--- config.mk ---
export PLATFORM = sky130hd
export DESIGN_NAME = metronome_click_generator_top
export DESIGN_NICKNAME = d
export VERILOG_FILES = /design/src/rtl/mcg_pkg.sv /design/src/rtl/metronome_click_generator_top.sv
export SDC_FILE = /design/constraint.sdc
export NUM_CORES = 2
export LEC_CHECK = 0
export ABC_AREA = 1
export BUFFER_PORTS_ARGS = -buffer_cell sky130_fd_sc_hd__buf_2
export CAP_MARGIN = 20
export CORE_AREA = 2 2 403 405
export CTS_BUF_LIST = sky130_fd_sc_hd__clkbuf_4 sky130_fd_sc_hd__clkbuf_8
export DETAILED_ROUTE_END_ITERATION = 12
export DIE_AREA = 0 0 405 407
export GPL_TIMING_DRIVEN = 0
export PLACE_DENSITY = 0.59
export SYNTH_ARGS = -nofsm -noshare
export SYNTH_HDL_FRONTEND = slang
export SYNTH_SLANG_ARGS = --single-unit
export TNS_END_PERCENT = 5
--- constraint.sdc ---
create_clock -name clk -period 18.85 [get_ports clk]
set_clock_uncertainty 0.1 [all_clocks]
set_input_delay 1.885 -clock clk [delete_from_list [all_inputs] [get_ports clk]]
set_output_delay 1.885 -clock clk [all_outputs]
set_load 0.05 [all_outputs]
--- src/rtl/mcg_pkg.sv ---
// metronome click generator package: fixed constants, state encoding, sine table
// no dependencies; used by metronome_click_generator_top
package mcg_pkg;

    localparam int SINE_TABLE_DEPTH = 256;
    localparam int SINE_IDX_BITS    = $clog2(SINE_TABLE_DEPTH);
    localparam int PHASE_BITS       = 32;
    localparam int MAX_BAR_BEATS    = 32;
    localparam int BAR_BITS         = $clog2(MAX_BAR_BEATS);

    localparam int FULL_SCALE       = 32767;
    localparam int ACCENT_GAIN_Q15  = 29491;
    localparam int NORMAL_GAIN_Q15  = 18022;
    localparam int ACCENT_FREQ_HZ   = 1500;
    localparam int NORMAL_FREQ_HZ   = 1000;
    localparam int CLICK_DIVISOR    = 200;
    localparam int SECONDS_PER_MIN  = 60;

    // rate/200 as ((rate >> 3) * CLICK_RECIP) >> 20, exact for rates up to 192000
    localparam int CLICK_RECIP      = 41944;

    localparam int BPM_MIN  = 1;
    localparam int BPM_MAX  = 600;
    localparam int RATE_MIN = 8000;
    localparam int RATE_MAX = 192000;

    // shared divider sizes
    localparam int DIV_NUM_W = 48;
    localparam int DIV_DEN_W = 24;
    localparam int DIV_CNT_W = $clog2(DIV_NUM_W);

    // register indexes on the config port
    localparam logic [1:0] REG_BPM  = 2'd0;
    localparam logic [1:0] REG_BPB  = 2'd1;
    localparam logic [1:0] REG_RATE = 2'd2;

    // derivation steps; all but DIV_CLICK_LEN run through the divider
    localparam logic [2:0] DIV_BEAT_PERIOD = 3'd0;
    localparam logic [2:0] DIV_CLICK_LEN   = 3'd1;
    localparam logic [2:0] DIV_ENV_SCALE   = 3'd2;
    localparam logic [2:0] DIV_NORMAL_STEP = 3'd3;
    localparam logic [2:0] DIV_ACCENT_STEP = 3'd4;

    typedef enum logic [10:0] {
        S_IDLE    = 11'b000_0000_0001,
        S_DIV_LD  = 11'b000_0000_0010,
        S_DIV     = 11'b000_0000_0100,
        S_BEAT    = 11'b000_0000_1000,
        S_MOD     = 11'b000_0001_0000,
        S_MUL_T   = 11'b000_0010_0000,
        S_MUL_ENV = 11'b000_0100_0000,
        S_MUL_SG  = 11'b000_1000_0000,
        S_MUL_P   = 11'b001_0000_0000,
        S_SAMPLE  = 11'b010_0000_0000,
        S_OUT     = 11'b100_0000_0000
    } state_t;

    typedef logic signed [15:0] sine_table_t [SINE_TABLE_DEPTH];

    // quarter-wave Q30 odd polynomial, evaluated at elaboration
    function automatic sine_table_t build_sine_table();
        sine_table_t tbl;
        longint u, q, r, x, x2, p, s, v;
        for (int i = 0; i < SINE_TABLE_DEPTH; i++)
        begin
            u = (longint'(i) <<< 32) / SINE_TABLE_DEPTH;
            q = (u >>> 30) & 3;
            r = u & 64'h3FFF_FFFF;
            if (q[0])
                r = 64'sd1073741824 - r;
            x  = r;
            x2 = (x * x) / 64'sd1073741824;
            p  = 64'sd172272;
            p  = -64'sd5026995 + (p * x2) / 64'sd1073741824;
            p  = 64'sd85569304 + (p * x2) / 64'sd1073741824;
            p  = -64'sd693598668 + (p * x2) / 64'sd1073741824;
            p  = 64'sd1686629713 + (p * x2) / 64'sd1073741824;
            s  = (p * x) / 64'sd1073741824;
            if (s < 0)
                s = 0;
            v = (s * FULL_SCALE + 64'sd536870912) / 64'sd1073741824;
            if (v > FULL_SCALE)
                v = FULL_SCALE;
            if (q >= 2)
                v = -v;
            tbl[i] = 16'(v);
        end
        return tbl;
    endfunction

    localparam sine_table_t SINE_TABLE = build_sine_table();

endpackage

--- src/rtl/metronome_click_generator_top.sv ---
// metronome click generator: one audio sample per input frame, with beat markers
// depends on mcg_pkg (constants, state encoding, sine table)
//
// sequencing: one frame at a time; a frame while a click sounds passes idle, beat,
// four multiplier passes, sample and output, a silent frame idle, beat and output,
// each plus any output stall; a beat frame adds the bar-position wrap, and a frame
// after reset, restart or a register write adds four 48-step divisions and one multiply
// reset: asynchronous, active low; registers return to 120 bpm, 4 beats, 48 kHz.
module metronome_click_generator_top (
    input  logic        clk,
    input  logic        rst_n,
    // input frames
    input  logic        s_tvalid,
    output logic        s_tready,
    input  logic [7:0]  s_tdata,   // [0] restart, [7:1] zero
    // result samples
    output logic        m_tvalid,
    input  logic        m_tready,
    output logic [23:0] m_tdata,   // [15:0] sample, [16] beat_start,
                                   // [21:17] beat_index, [22] accent, [23] zero
    // register port
    input  logic        psel,
    input  logic        penable,
    input  logic        pwrite,
    input  logic [3:0]  paddr,
    input  logic [31:0] pwdata,
    output logic [31:0] prdata,
    output logic        pready
);

    localparam int PB = mcg_pkg::PHASE_BITS;
    localparam int BB = mcg_pkg::BAR_BITS;
    localparam int NW = mcg_pkg::DIV_NUM_W;
    localparam int DW = mcg_pkg::DIV_DEN_W;
    localparam int CW = mcg_pkg::DIV_CNT_W;

    mcg_pkg::state_t state_reg, state_next;

    logic [9:0]  bpm_reg;
    logic [5:0]  bpb_reg;
    logic [17:0] rate_reg;
    logic        stale_reg;

    logic [23:0]   ftb_reg, ftb_next;
    logic [BB-1:0] bar_reg, bar_next;
    logic [9:0]    cfl_reg, cfl_next;
    logic [PB-1:0] phase_reg, phase_next;
    logic [PB-1:0] step_reg, step_next;
    logic [14:0]   gain_reg, gain_next;
    logic [23:0]   period_reg, period_next;
    logic [9:0]    clen_reg, clen_next;
    logic [16:0]   escale_reg, escale_next;
    logic [PB-1:0] nstep_reg, nstep_next;
    logic [PB-1:0] astep_reg, astep_next;
    logic          stale_clr;

    // divider
    logic [2:0]    dsel_reg, dsel_next;
    logic [CW-1:0] dcnt_reg, dcnt_next;
    logic [NW-1:0] quo_reg, quo_next;
    logic [DW:0]   rem_reg, rem_next;
    logic [DW-1:0] den_reg, den_next;
    logic [DW:0]   rem_shift;

    // bar wrap
    logic [BB:0]   mod_reg, mod_next;

    // multiplier
    logic signed [32:0] mul_a, mul_b;
    logic signed [65:0] mul_p;
    logic signed [63:0] prod_reg, prod_next;
    logic [16:0]        env_reg, env_next;

    // result of the frame
    logic signed [15:0] smp_reg, smp_next;
    logic               beat_reg, beat_next;
    logic [4:0]         idx_reg, idx_next;
    logic               acc_reg, acc_next;
    logic               m_tvalid_reg, m_tvalid_next;
    logic [23:0]        m_tdata_reg, m_tdata_next;

    // clamped register values
    logic [9:0]  bpm_c;
    logic [5:0]  bpb_c;
    logic [17:0] rate_c;
    logic        cfg_wr;

    assign bpm_c  = (bpm_reg < 10'(mcg_pkg::BPM_MIN)) ? 10'(mcg_pkg::BPM_MIN) :
                    (bpm_reg > 10'(mcg_pkg::BPM_MAX)) ? 10'(mcg_pkg::BPM_MAX) : bpm_reg;
    assign bpb_c  = (bpb_reg == 6'd0) ? 6'd1 :
                    (bpb_reg > 6'(mcg_pkg::MAX_BAR_BEATS)) ? 6'(mcg_pkg::MAX_BAR_BEATS)
                                                            : bpb_reg;
    assign rate_c = (rate_reg < 18'(mcg_pkg::RATE_MIN)) ? 18'(mcg_pkg::RATE_MIN) :
                    (rate_reg > 18'(mcg_pkg::RATE_MAX)) ? 18'(mcg_pkg::RATE_MAX) : rate_reg;

    // register port
    assign pready = 1'b1;
    assign cfg_wr = psel & penable & pwrite;

    always_comb
    begin
        case (paddr[3:2])
            mcg_pkg::REG_BPM:  prdata = {22'd0, bpm_reg};
            mcg_pkg::REG_BPB:  prdata = {26'd0, bpb_reg};
            mcg_pkg::REG_RATE: prdata = {14'd0, rate_reg};
            default:           prdata = 32'd0;
        endcase
    end

    always_ff @(posedge clk or negedge rst_n)
    begin
        if (!rst_n)
        begin
            bpm_reg   <= 10'd120;
            bpb_reg   <= 6'd4;
            rate_reg  <= 18'd48000;
            stale_reg <= 1'b1;
        end
        else
        begin
            if (cfg_wr)
            begin
                case (paddr[3:2])
                    mcg_pkg::REG_BPM:  bpm_reg  <= pwdata[9:0];
                    mcg_pkg::REG_BPB:  bpb_reg  <= pwdata[5:0];
                    mcg_pkg::REG_RATE: rate_reg <= pwdata[17:0];
                    default: ;
                endcase
            end
            if (cfg_wr && (paddr[3:2] == mcg_pkg::REG_BPM || paddr[3:2] == mcg_pkg::REG_BPB
                           || paddr[3:2] == mcg_pkg::REG_RATE))
                stale_reg <= 1'b1;
            else if (state_reg == mcg_pkg::S_IDLE && s_tvalid && s_tdata[0])
                stale_reg <= 1'b1;
            else if (stale_clr)
                stale_reg <= 1'b0;
        end
    end

    // shared multiplier
    always_comb
    begin
        mul_a = '0;
        mul_b = '0;
        case (state_reg)
            mcg_pkg::S_DIV_LD:
            begin
                mul_a = 33'(rate_c[17:3]);
                mul_b = 33'(mcg_pkg::CLICK_RECIP);
            end
            mcg_pkg::S_MUL_T:
            begin
                mul_a = 33'(cfl_reg);
                mul_b = 33'(escale_reg);
            end
            mcg_pkg::S_MUL_ENV:
            begin
                mul_a = {1'b0, prod_reg[31:0]};
                mul_b = {1'b0, prod_reg[31:0]};
            end
            mcg_pkg::S_MUL_SG:
            begin
                mul_a = 33'(mcg_pkg::SINE_TABLE[phase_reg[PB-1 -: mcg_pkg::SINE_IDX_BITS]]);
                mul_b = 33'(gain_reg);
            end
            mcg_pkg::S_MUL_P:
            begin
                mul_a = 33'(signed'(prod_reg[31:0]));
                mul_b = 33'(env_reg);
            end
            default: ;
        endcase
    end

    assign mul_p = mul_a * mul_b;

    // one restoring divider step
    assign rem_shift = {rem_reg[DW-1:0], quo_reg[NW-1]};

    // sequencer
    always_comb
    begin
        logic signed [63:0] q31;
        logic [NW-1:0]      dnum;
        logic [DW-1:0]      dden;

        state_next    = state_reg;
        ftb_next      = ftb_reg;
        bar_next      = bar_reg;
        cfl_next      = cfl_reg;
        phase_next    = phase_reg;
        step_next     = step_reg;
        gain_next     = gain_reg;
        period_next   = period_reg;
        clen_next     = clen_reg;
        escale_next   = escale_reg;
        nstep_next    = nstep_reg;
        astep_next    = astep_reg;
        stale_clr     = 1'b0;
        dsel_next     = dsel_reg;
        dcnt_next     = dcnt_reg;
        quo_next      = quo_reg;
        rem_next      = rem_reg;
        den_next      = den_reg;
        mod_next      = mod_reg;
        prod_next     = prod_reg;
        env_next      = env_reg;
        smp_next      = smp_reg;
        beat_next     = beat_reg;
        idx_next      = idx_reg;
        acc_next      = acc_reg;
        m_tvalid_next = m_tvalid_reg;
        m_tdata_next  = m_tdata_reg;
        q31           = '0;
        dnum          = '0;
        dden          = '0;

        if (m_tvalid_reg && m_tready)
            m_tvalid_next = 1'b0;

        case (state_reg)
            mcg_pkg::S_IDLE:
            begin
                if (s_tvalid)
                begin
                    if (s_tdata[0])
                    begin
                        bar_next = '0;
                        cfl_next = '0;
                        ftb_next = '0;
                    end
                    dsel_next = mcg_pkg::DIV_BEAT_PERIOD;
                    if (stale_reg || s_tdata[0])
                        state_next = mcg_pkg::S_DIV_LD;
                    else
                        state_next = mcg_pkg::S_BEAT;
                end
            end

            // load divider operands for the current derivation step, or take the click length from the multiplier
            mcg_pkg::S_DIV_LD:
            begin
                if (dsel_reg == mcg_pkg::DIV_CLICK_LEN)
                begin
                    // click length by reciprocal multiply, no divider pass
                    clen_next = mul_p[29:20];
                    dsel_next = mcg_pkg::DIV_ENV_SCALE;
                end
                else
                begin
                    case (dsel_reg)
                        mcg_pkg::DIV_BEAT_PERIOD:
                        begin
                            dnum = NW'(rate_c) * NW'(mcg_pkg::SECONDS_PER_MIN);
                            dden = DW'(bpm_c);
                        end
                        mcg_pkg::DIV_ENV_SCALE:
                        begin
                            dnum = NW'(65536) + NW'(clen_reg[9:1]);
                            dden = DW'(clen_reg);
                        end
                        mcg_pkg::DIV_NORMAL_STEP:
                        begin
                            dnum = (NW'(mcg_pkg::NORMAL_FREQ_HZ) << PB) + NW'(rate_c[17:1]);
                            dden = DW'(rate_c);
                        end
                        default:
                        begin
                            dnum = (NW'(mcg_pkg::ACCENT_FREQ_HZ) << PB) + NW'(rate_c[17:1]);
                            dden = DW'(rate_c);
                        end
                    endcase
                    quo_next   = dnum;
                    den_next   = dden;
                    rem_next   = '0;
                    dcnt_next  = CW'(NW - 1);
                    state_next = mcg_pkg::S_DIV;
                end
            end

            mcg_pkg::S_DIV:
            begin
                if (rem_shift >= {1'b0, den_reg})
                begin
                    rem_next = rem_shift - {1'b0, den_reg};
                    quo_next = {quo_reg[NW-2:0], 1'b1};
                end
                else
                begin
                    rem_next = rem_shift;
                    quo_next = {quo_reg[NW-2:0], 1'b0};
                end
                dcnt_next = dcnt_reg - 1'b1;
                if (dcnt_reg == '0)
                begin
                    case (dsel_reg)
                        mcg_pkg::DIV_BEAT_PERIOD: period_next = quo_next[23:0];
                        mcg_pkg::DIV_ENV_SCALE:   escale_next = quo_next[16:0];
                        mcg_pkg::DIV_NORMAL_STEP: nstep_next  = quo_next[PB-1:0];
                        default:                  astep_next  = quo_next[PB-1:0];
                    endcase
                    if (dsel_reg == mcg_pkg::DIV_ACCENT_STEP)
                    begin
                        stale_clr  = 1'b1;
                        state_next = mcg_pkg::S_BEAT;
                    end
                    else
                    begin
                        dsel_next  = dsel_reg + 3'd1;
                        state_next = mcg_pkg::S_DIV_LD;
                    end
                end
            end

            mcg_pkg::S_BEAT:
            begin
                if (ftb_reg == '0)
                begin
                    beat_next  = 1'b1;
                    idx_next   = 5'(bar_reg);
                    acc_next   = (bar_reg == '0);
                    cfl_next   = clen_reg;
                    phase_next = '0;
                    step_next  = (bar_reg == '0) ? astep_reg : nstep_reg;
                    gain_next  = (bar_reg == '0) ? 15'(mcg_pkg::ACCENT_GAIN_Q15)
                                                 : 15'(mcg_pkg::NORMAL_GAIN_Q15);
                    mod_next   = {1'b0, bar_reg} + 1'b1;
                    ftb_next   = (period_reg != '0) ? period_reg - 1'b1 : '0;
                    state_next = mcg_pkg::S_MOD;
                end
                else
                begin
                    beat_next = 1'b0;
                    idx_next  = '0;
                    acc_next  = 1'b0;
                    ftb_next  = ftb_reg - 1'b1;
                    smp_next  = '0;
                    state_next = (cfl_reg != '0) ? mcg_pkg::S_MUL_T : mcg_pkg::S_OUT;
                end
            end

            // bar position wrap by repeated subtraction
            mcg_pkg::S_MOD:
            begin
                if (7'(mod_reg) >= 7'(bpb_c))
                    mod_next = 6'(7'(mod_reg) - 7'(bpb_c));
                else
                begin
                    bar_next   = mod_reg[BB-1:0];
                    smp_next   = '0;
                    state_next = (cfl_reg != '0) ? mcg_pkg::S_MUL_T : mcg_pkg::S_OUT;
                end
            end

            mcg_pkg::S_MUL_T:
            begin
                prod_next  = mul_p[63:0];
                state_next = mcg_pkg::S_MUL_ENV;
            end

            mcg_pkg::S_MUL_ENV:
            begin
                if (mul_p[63:16] > 48'd65536)
                    env_next = 17'd65536;
                else
                    env_next = mul_p[32:16];
                state_next = mcg_pkg::S_MUL_SG;
            end

            mcg_pkg::S_MUL_SG:
            begin
                prod_next  = mul_p[63:0];
                state_next = mcg_pkg::S_MUL_P;
            end

            mcg_pkg::S_MUL_P:
            begin
                prod_next  = mul_p[63:0];
                state_next = mcg_pkg::S_SAMPLE;
            end

            // divide by 2^31 toward zero, then clamp
            mcg_pkg::S_SAMPLE:
            begin
                q31 = prod_reg >>> 31;
                if (prod_reg[63] && prod_reg[30:0] != '0)
                    q31 = q31 + 64'sd1;
                if (q31 > 64'sd32767)
                    smp_next = 16'sd32767;
                else if (q31 < -64'sd32767)
                    smp_next = -16'sd32767;
                else
                    smp_next = q31[15:0];
                phase_next = phase_reg + step_reg;
                cfl_next   = cfl_reg - 1'b1;
                state_next = mcg_pkg::S_OUT;
            end

            mcg_pkg::S_OUT:
            begin
                if (!m_tvalid_reg || m_tready)
                begin
                    m_tvalid_next = 1'b1;
                    m_tdata_next  = {1'b0, acc_reg, idx_reg, beat_reg, smp_reg};
                    state_next    = mcg_pkg::S_IDLE;
                end
            end

            default: state_next = mcg_pkg::S_IDLE;
        endcase
    end

    // control registers
    always_ff @(posedge clk or negedge rst_n)
    begin
        if (!rst_n)
        begin
            state_reg    <= mcg_pkg::S_IDLE;
            ftb_reg      <= '0;
            bar_reg      <= '0;
            cfl_reg      <= '0;
            phase_reg    <= '0;
            step_reg     <= '0;
            gain_reg     <= '0;
            period_reg   <= '0;
            clen_reg     <= '0;
            escale_reg   <= '0;
            nstep_reg    <= '0;
            astep_reg    <= '0;
            dsel_reg     <= '0;
            dcnt_reg     <= '0;
            mod_reg      <= '0;
            m_tvalid_reg <= 1'b0;
        end
        else
        begin
            state_reg    <= state_next;
            ftb_reg      <= ftb_next;
            bar_reg      <= bar_next;
            cfl_reg      <= cfl_next;
            phase_reg    <= phase_next;
            step_reg     <= step_next;
            gain_reg     <= gain_next;
            period_reg   <= period_next;
            clen_reg     <= clen_next;
            escale_reg   <= escale_next;
            nstep_reg    <= nstep_next;
            astep_reg    <= astep_next;
            dsel_reg     <= dsel_next;
            dcnt_reg     <= dcnt_next;
            mod_reg      <= mod_next;
            m_tvalid_reg <= m_tvalid_next;
        end
    end

    // datapath registers
    always_ff @(posedge clk)
    begin
        quo_reg     <= quo_next;
        rem_reg     <= rem_next;
        den_reg     <= den_next;
        prod_reg    <= prod_next;
        env_reg     <= env_next;
        smp_reg     <= smp_next;
        beat_reg    <= beat_next;
        idx_reg     <= idx_next;
        acc_reg     <= acc_next;
        m_tdata_reg <= m_tdata_next;
    end

    assign s_tready = (state_reg == mcg_pkg::S_IDLE);
    assign m_tvalid = m_tvalid_reg;
    assign m_tdata  = m_tdata_reg;

endmodule
==> flow_summary.json <==
{
  "finalHoldViolations": 0,
  "drv_slew": 0,
  "dieArea_um2": 165000,
  "seq_power_share_pct": 24.7,
  "antenna_found_initial": 15,
  "post_route_clock_period_utilization_pct": 75.7,
  "io_pins": 110,
  "max_stage_delay_ns": 0.71,
  "power.share.combinational_pct": 54.4,
  "port-buffer-count": 70,
  "synth-main-ff-cell": "dfrtp_1",
  "required_ns": 19.36,
  "layout-drive-gt1-share_pct": 7.08,
  "p_int_w": 0.00291,
  "drv_cap": 0,
  "worst-setup-path-type": "flop to flop",
  "whs_path_depth": 0,
  "critical_path.reg2reg.endpoint": "env_reg[13]",
  "clkPwrFrac_pct": 20.9,
  "cts_hold_buffers": 0,
  "die_width_um": 405,
  "cts.root.buffer_cell": "clkbuf_8",
  "worstSetupEndpoint": "env_reg[13]",
  "hpwl_um": 248000,
  "number_of_cell_instances_on_the_worst_register_to_register_path": 49,
  "detail_route.wirelength_um": 297000,
  "setup_repair_after_global_routing_missed_its_margin": "false",
  "timing.rr.start": "phase_reg[25]",
  "largest_register_ff_count": 64,
  "clk_pin_slew_worst_paths_ns": 0.06,
  "core_region_area_um2": 160000,
  "power_switching_share_pct": 47.8,
  "first_global_vias": 65030,
  "floorplan.initialDensity_pct": 44.9,
  "synth-adder-area-share_pct": 36.5,
  "worstSetupStartpointType": "flop",
  "post_synthesis_share_of_cell_area_spent_on_and_or_nand_and_nor_gates_pct": 20.6,
  "mostFrequentLayoutCells": "nand2_1, inv_1, fa_1",
  "cts_post_setup_buffers_inserted": 0,
  "cts_resized": 0,
  "post_layout_nonfiller_instances": 11752,
  "number_of_enable_type_register_cells_in_the_synthesized_netlist": 217,
  "slowest_stage": "dfrtp_1",
  "synthMuxAreaShare_pct": 0.445,
  "reg2reg_setup_slack_ns": 4.59,
  "worst_setup_path_end_kind": "flop",
  "cts_tree": "yes",
  "totalPowerFinal_w": 0.00557,
  "grtUsageTotal_pct": 36.5,
  "clock_tree.buffer_depth": 3,
  "gpl.final_weighted_congestion": 1.03,
  "placed_cells": 11574,
  "aggregate_negative_setup_slack_ns": 0,
  "avgSynthCellArea_um2": 7.76,
  "clk_latency_ns": 0.82,
  "worst_hold_path_type": "flop to flop",
  "grt_pass1_wl_um": 433000,
  "yosys_register_bits": 500,
  "synth_compound_area_share_pct": 8.80,
  "data_arrival_time_of_the_worst_path_ns": 14.77,
  "power.net_switching_w": 0.00266,
  "layout.cells.most_common": "nand2_1",
  "synthesis.instances": 9279,
  "largest_family_of_logic_cells_by_synthesized_area": "adder cells",
  "finalSetupViolCount": 0,
  "fp.dieH_um": 407,
  "dr_total_vias": 64203,
  "average_wire_length_per_cell_after_detail_routing_um": 25.3,
  "run_status": "completed",
  "achievable-frequency_mhz": 70.1,
  "cellLeakagePower_nw": 41.1,
  "critical_path.max_fanout": 11,
  "post-route-drc-count": 0,
  "tightest_slew_ns": 1.25,
  "power.ir.vdd_worst_v": 0.000306,
  "avgViaCountPerCell": 5.46,
  "antenna_violating_nets_post_route": 0,
  "detail_route.iter0.violations": 6159,
  "first_pass_iters": 6,
  "grt_start_max_net_pins": 114,
  "yosysSeqAreaShare_pct": 18.9,
  "worst_setup_path_startpoint": "phase_reg[25]",
  "power-per-cell-area_nw_per_um2": 71.7,
  "async_reset_ff_share_pct": 56.6,
  "yosys_warnings": 0,
  "cts_sinks": 500,
  "synth_area_um2": 72000,
  "std_cell_rows": 147,
  "min_tclk_post_route_ns": 14.26,
  "slew-limit-headroom_pct": 16.4,
  "number_of_buffers_created_by_cts": 92,
  "design.final.nets": 10985,
  "synth_xor_xnor_area_share_pct": 1.25,
  "htree_num_levels": 3,
  "netlist-cell-type-count": 78,
  "flow.area_growth_from_synthesis_pct": 7.92,
  "globalRoute.totalOverflow": 0
}
synthesized netlist by cell type (all sizes together) (55+ instances only):
cell	count	area, um^2
o21ai	484	2440
clkbuf	126	474
inv	2161	8110
edfxtp	217	6520
nor3	55	290
nand3	260	1360
dfrtp	269	6730
xor2	78	683
nand4	63	400
buf	194	1080
nor2	786	3160
ha	294	3680
a21oi	320	1670
nand2	2411	9150
fa	1129	22600
layer usage:
layer | routed length, um | track usage, %
met1 | 112000 | 44.3
met2 | 138000 | 59.3
met3 | 21400 | 5.61
met4 | 25500 | 26.2
met5 | 41 | 0
power groups by stage:
stage	Sequential [W]	Combinational, W	Clock [W]
detailed placement	0.00139	0.00298	0
global placement	0.00140	0.00294	0
global route	0.00138	0.00339	0.00123
CTS	0.00137	0.00300	0.00118
floorplan	0.00137	0.00207	0
finish	0.00138	0.00303	0.00116
layout make-up:
| type | count | area, um^2 |
|---|---|---|
| Fill cell | 16122 | 82500 |
| Multi-Input combinational cell | 6331 | 48900 |
| Sequential cell | 500 | 13600 |
| Inverter | 2168 | 8140 |
| Tap cell | 2160 | 2700 |
| Clock buffer | 133 | 1660 |
| Buffer | 320 | 1560 |
| Timing Repair Buffer | 98 | 768 |
| Clock inverter | 38 | 384 |
| Antenna cell | 4 | 10.0 |
kinds of logic after synthesis:
| family | Yosys count |
|---|---|
| other cells | 2 |
| compound gates | 1091 |
| simple gates | 3640 |
| xor+xnor | 103 |
| buf+inv | 2488 |
| flops | 500 |
| fa+ha+maj | 1423 |
| mux | 32 |
how the worst min path moves through the flow:
stage                     slack (ns)       start          end
after global placement          0.30  idx_reg[3]  m_tdata[20]
final                           0.28  smp_reg[8]   m_tdata[8]
after detailed placement        0.30  idx_reg[0]  m_tdata[17]
after CTS                       0.28  smp_reg[8]   m_tdata[8]
after floorplan                 0.30  smp_reg[0]   m_tdata[0]
after global routing            0.29  smp_reg[6]   m_tdata[6]
stage by stage:
stage / hold slack (ns) / setup slack, ns / utilization (%) / instance area, um^2
floorplan: 0.300 / 9.41 / - / 72100
global placement: 0.301 / 4.90 / 46.9 / 75200
detailed placement: 0.305 / 5.07 / 47.2 / 75600
CTS: 0.285 / 4.94 / 48.5 / 77600
global route: 0.290 / 4.23 / 48.5 / 77700
finish: 0.280 / 4.59 / 48.5 / 77700
worst max-delay path, delay by kind of cell, from the launching register on:
| family | cells | cell delay (ns) |
|---|---|---|
| AND/OR/NAND/NOR | 24 | 4.72 |
| adder cells (fa/ha/maj) | 10 | 5.17 |
| AO/OA/AOI/OAI | 2 | 0.66 |
| flip-flops | 1 | 0.71 |
| buffers and inverters | 13 | 2.68 |
Power figures use the tool's default switching activity.
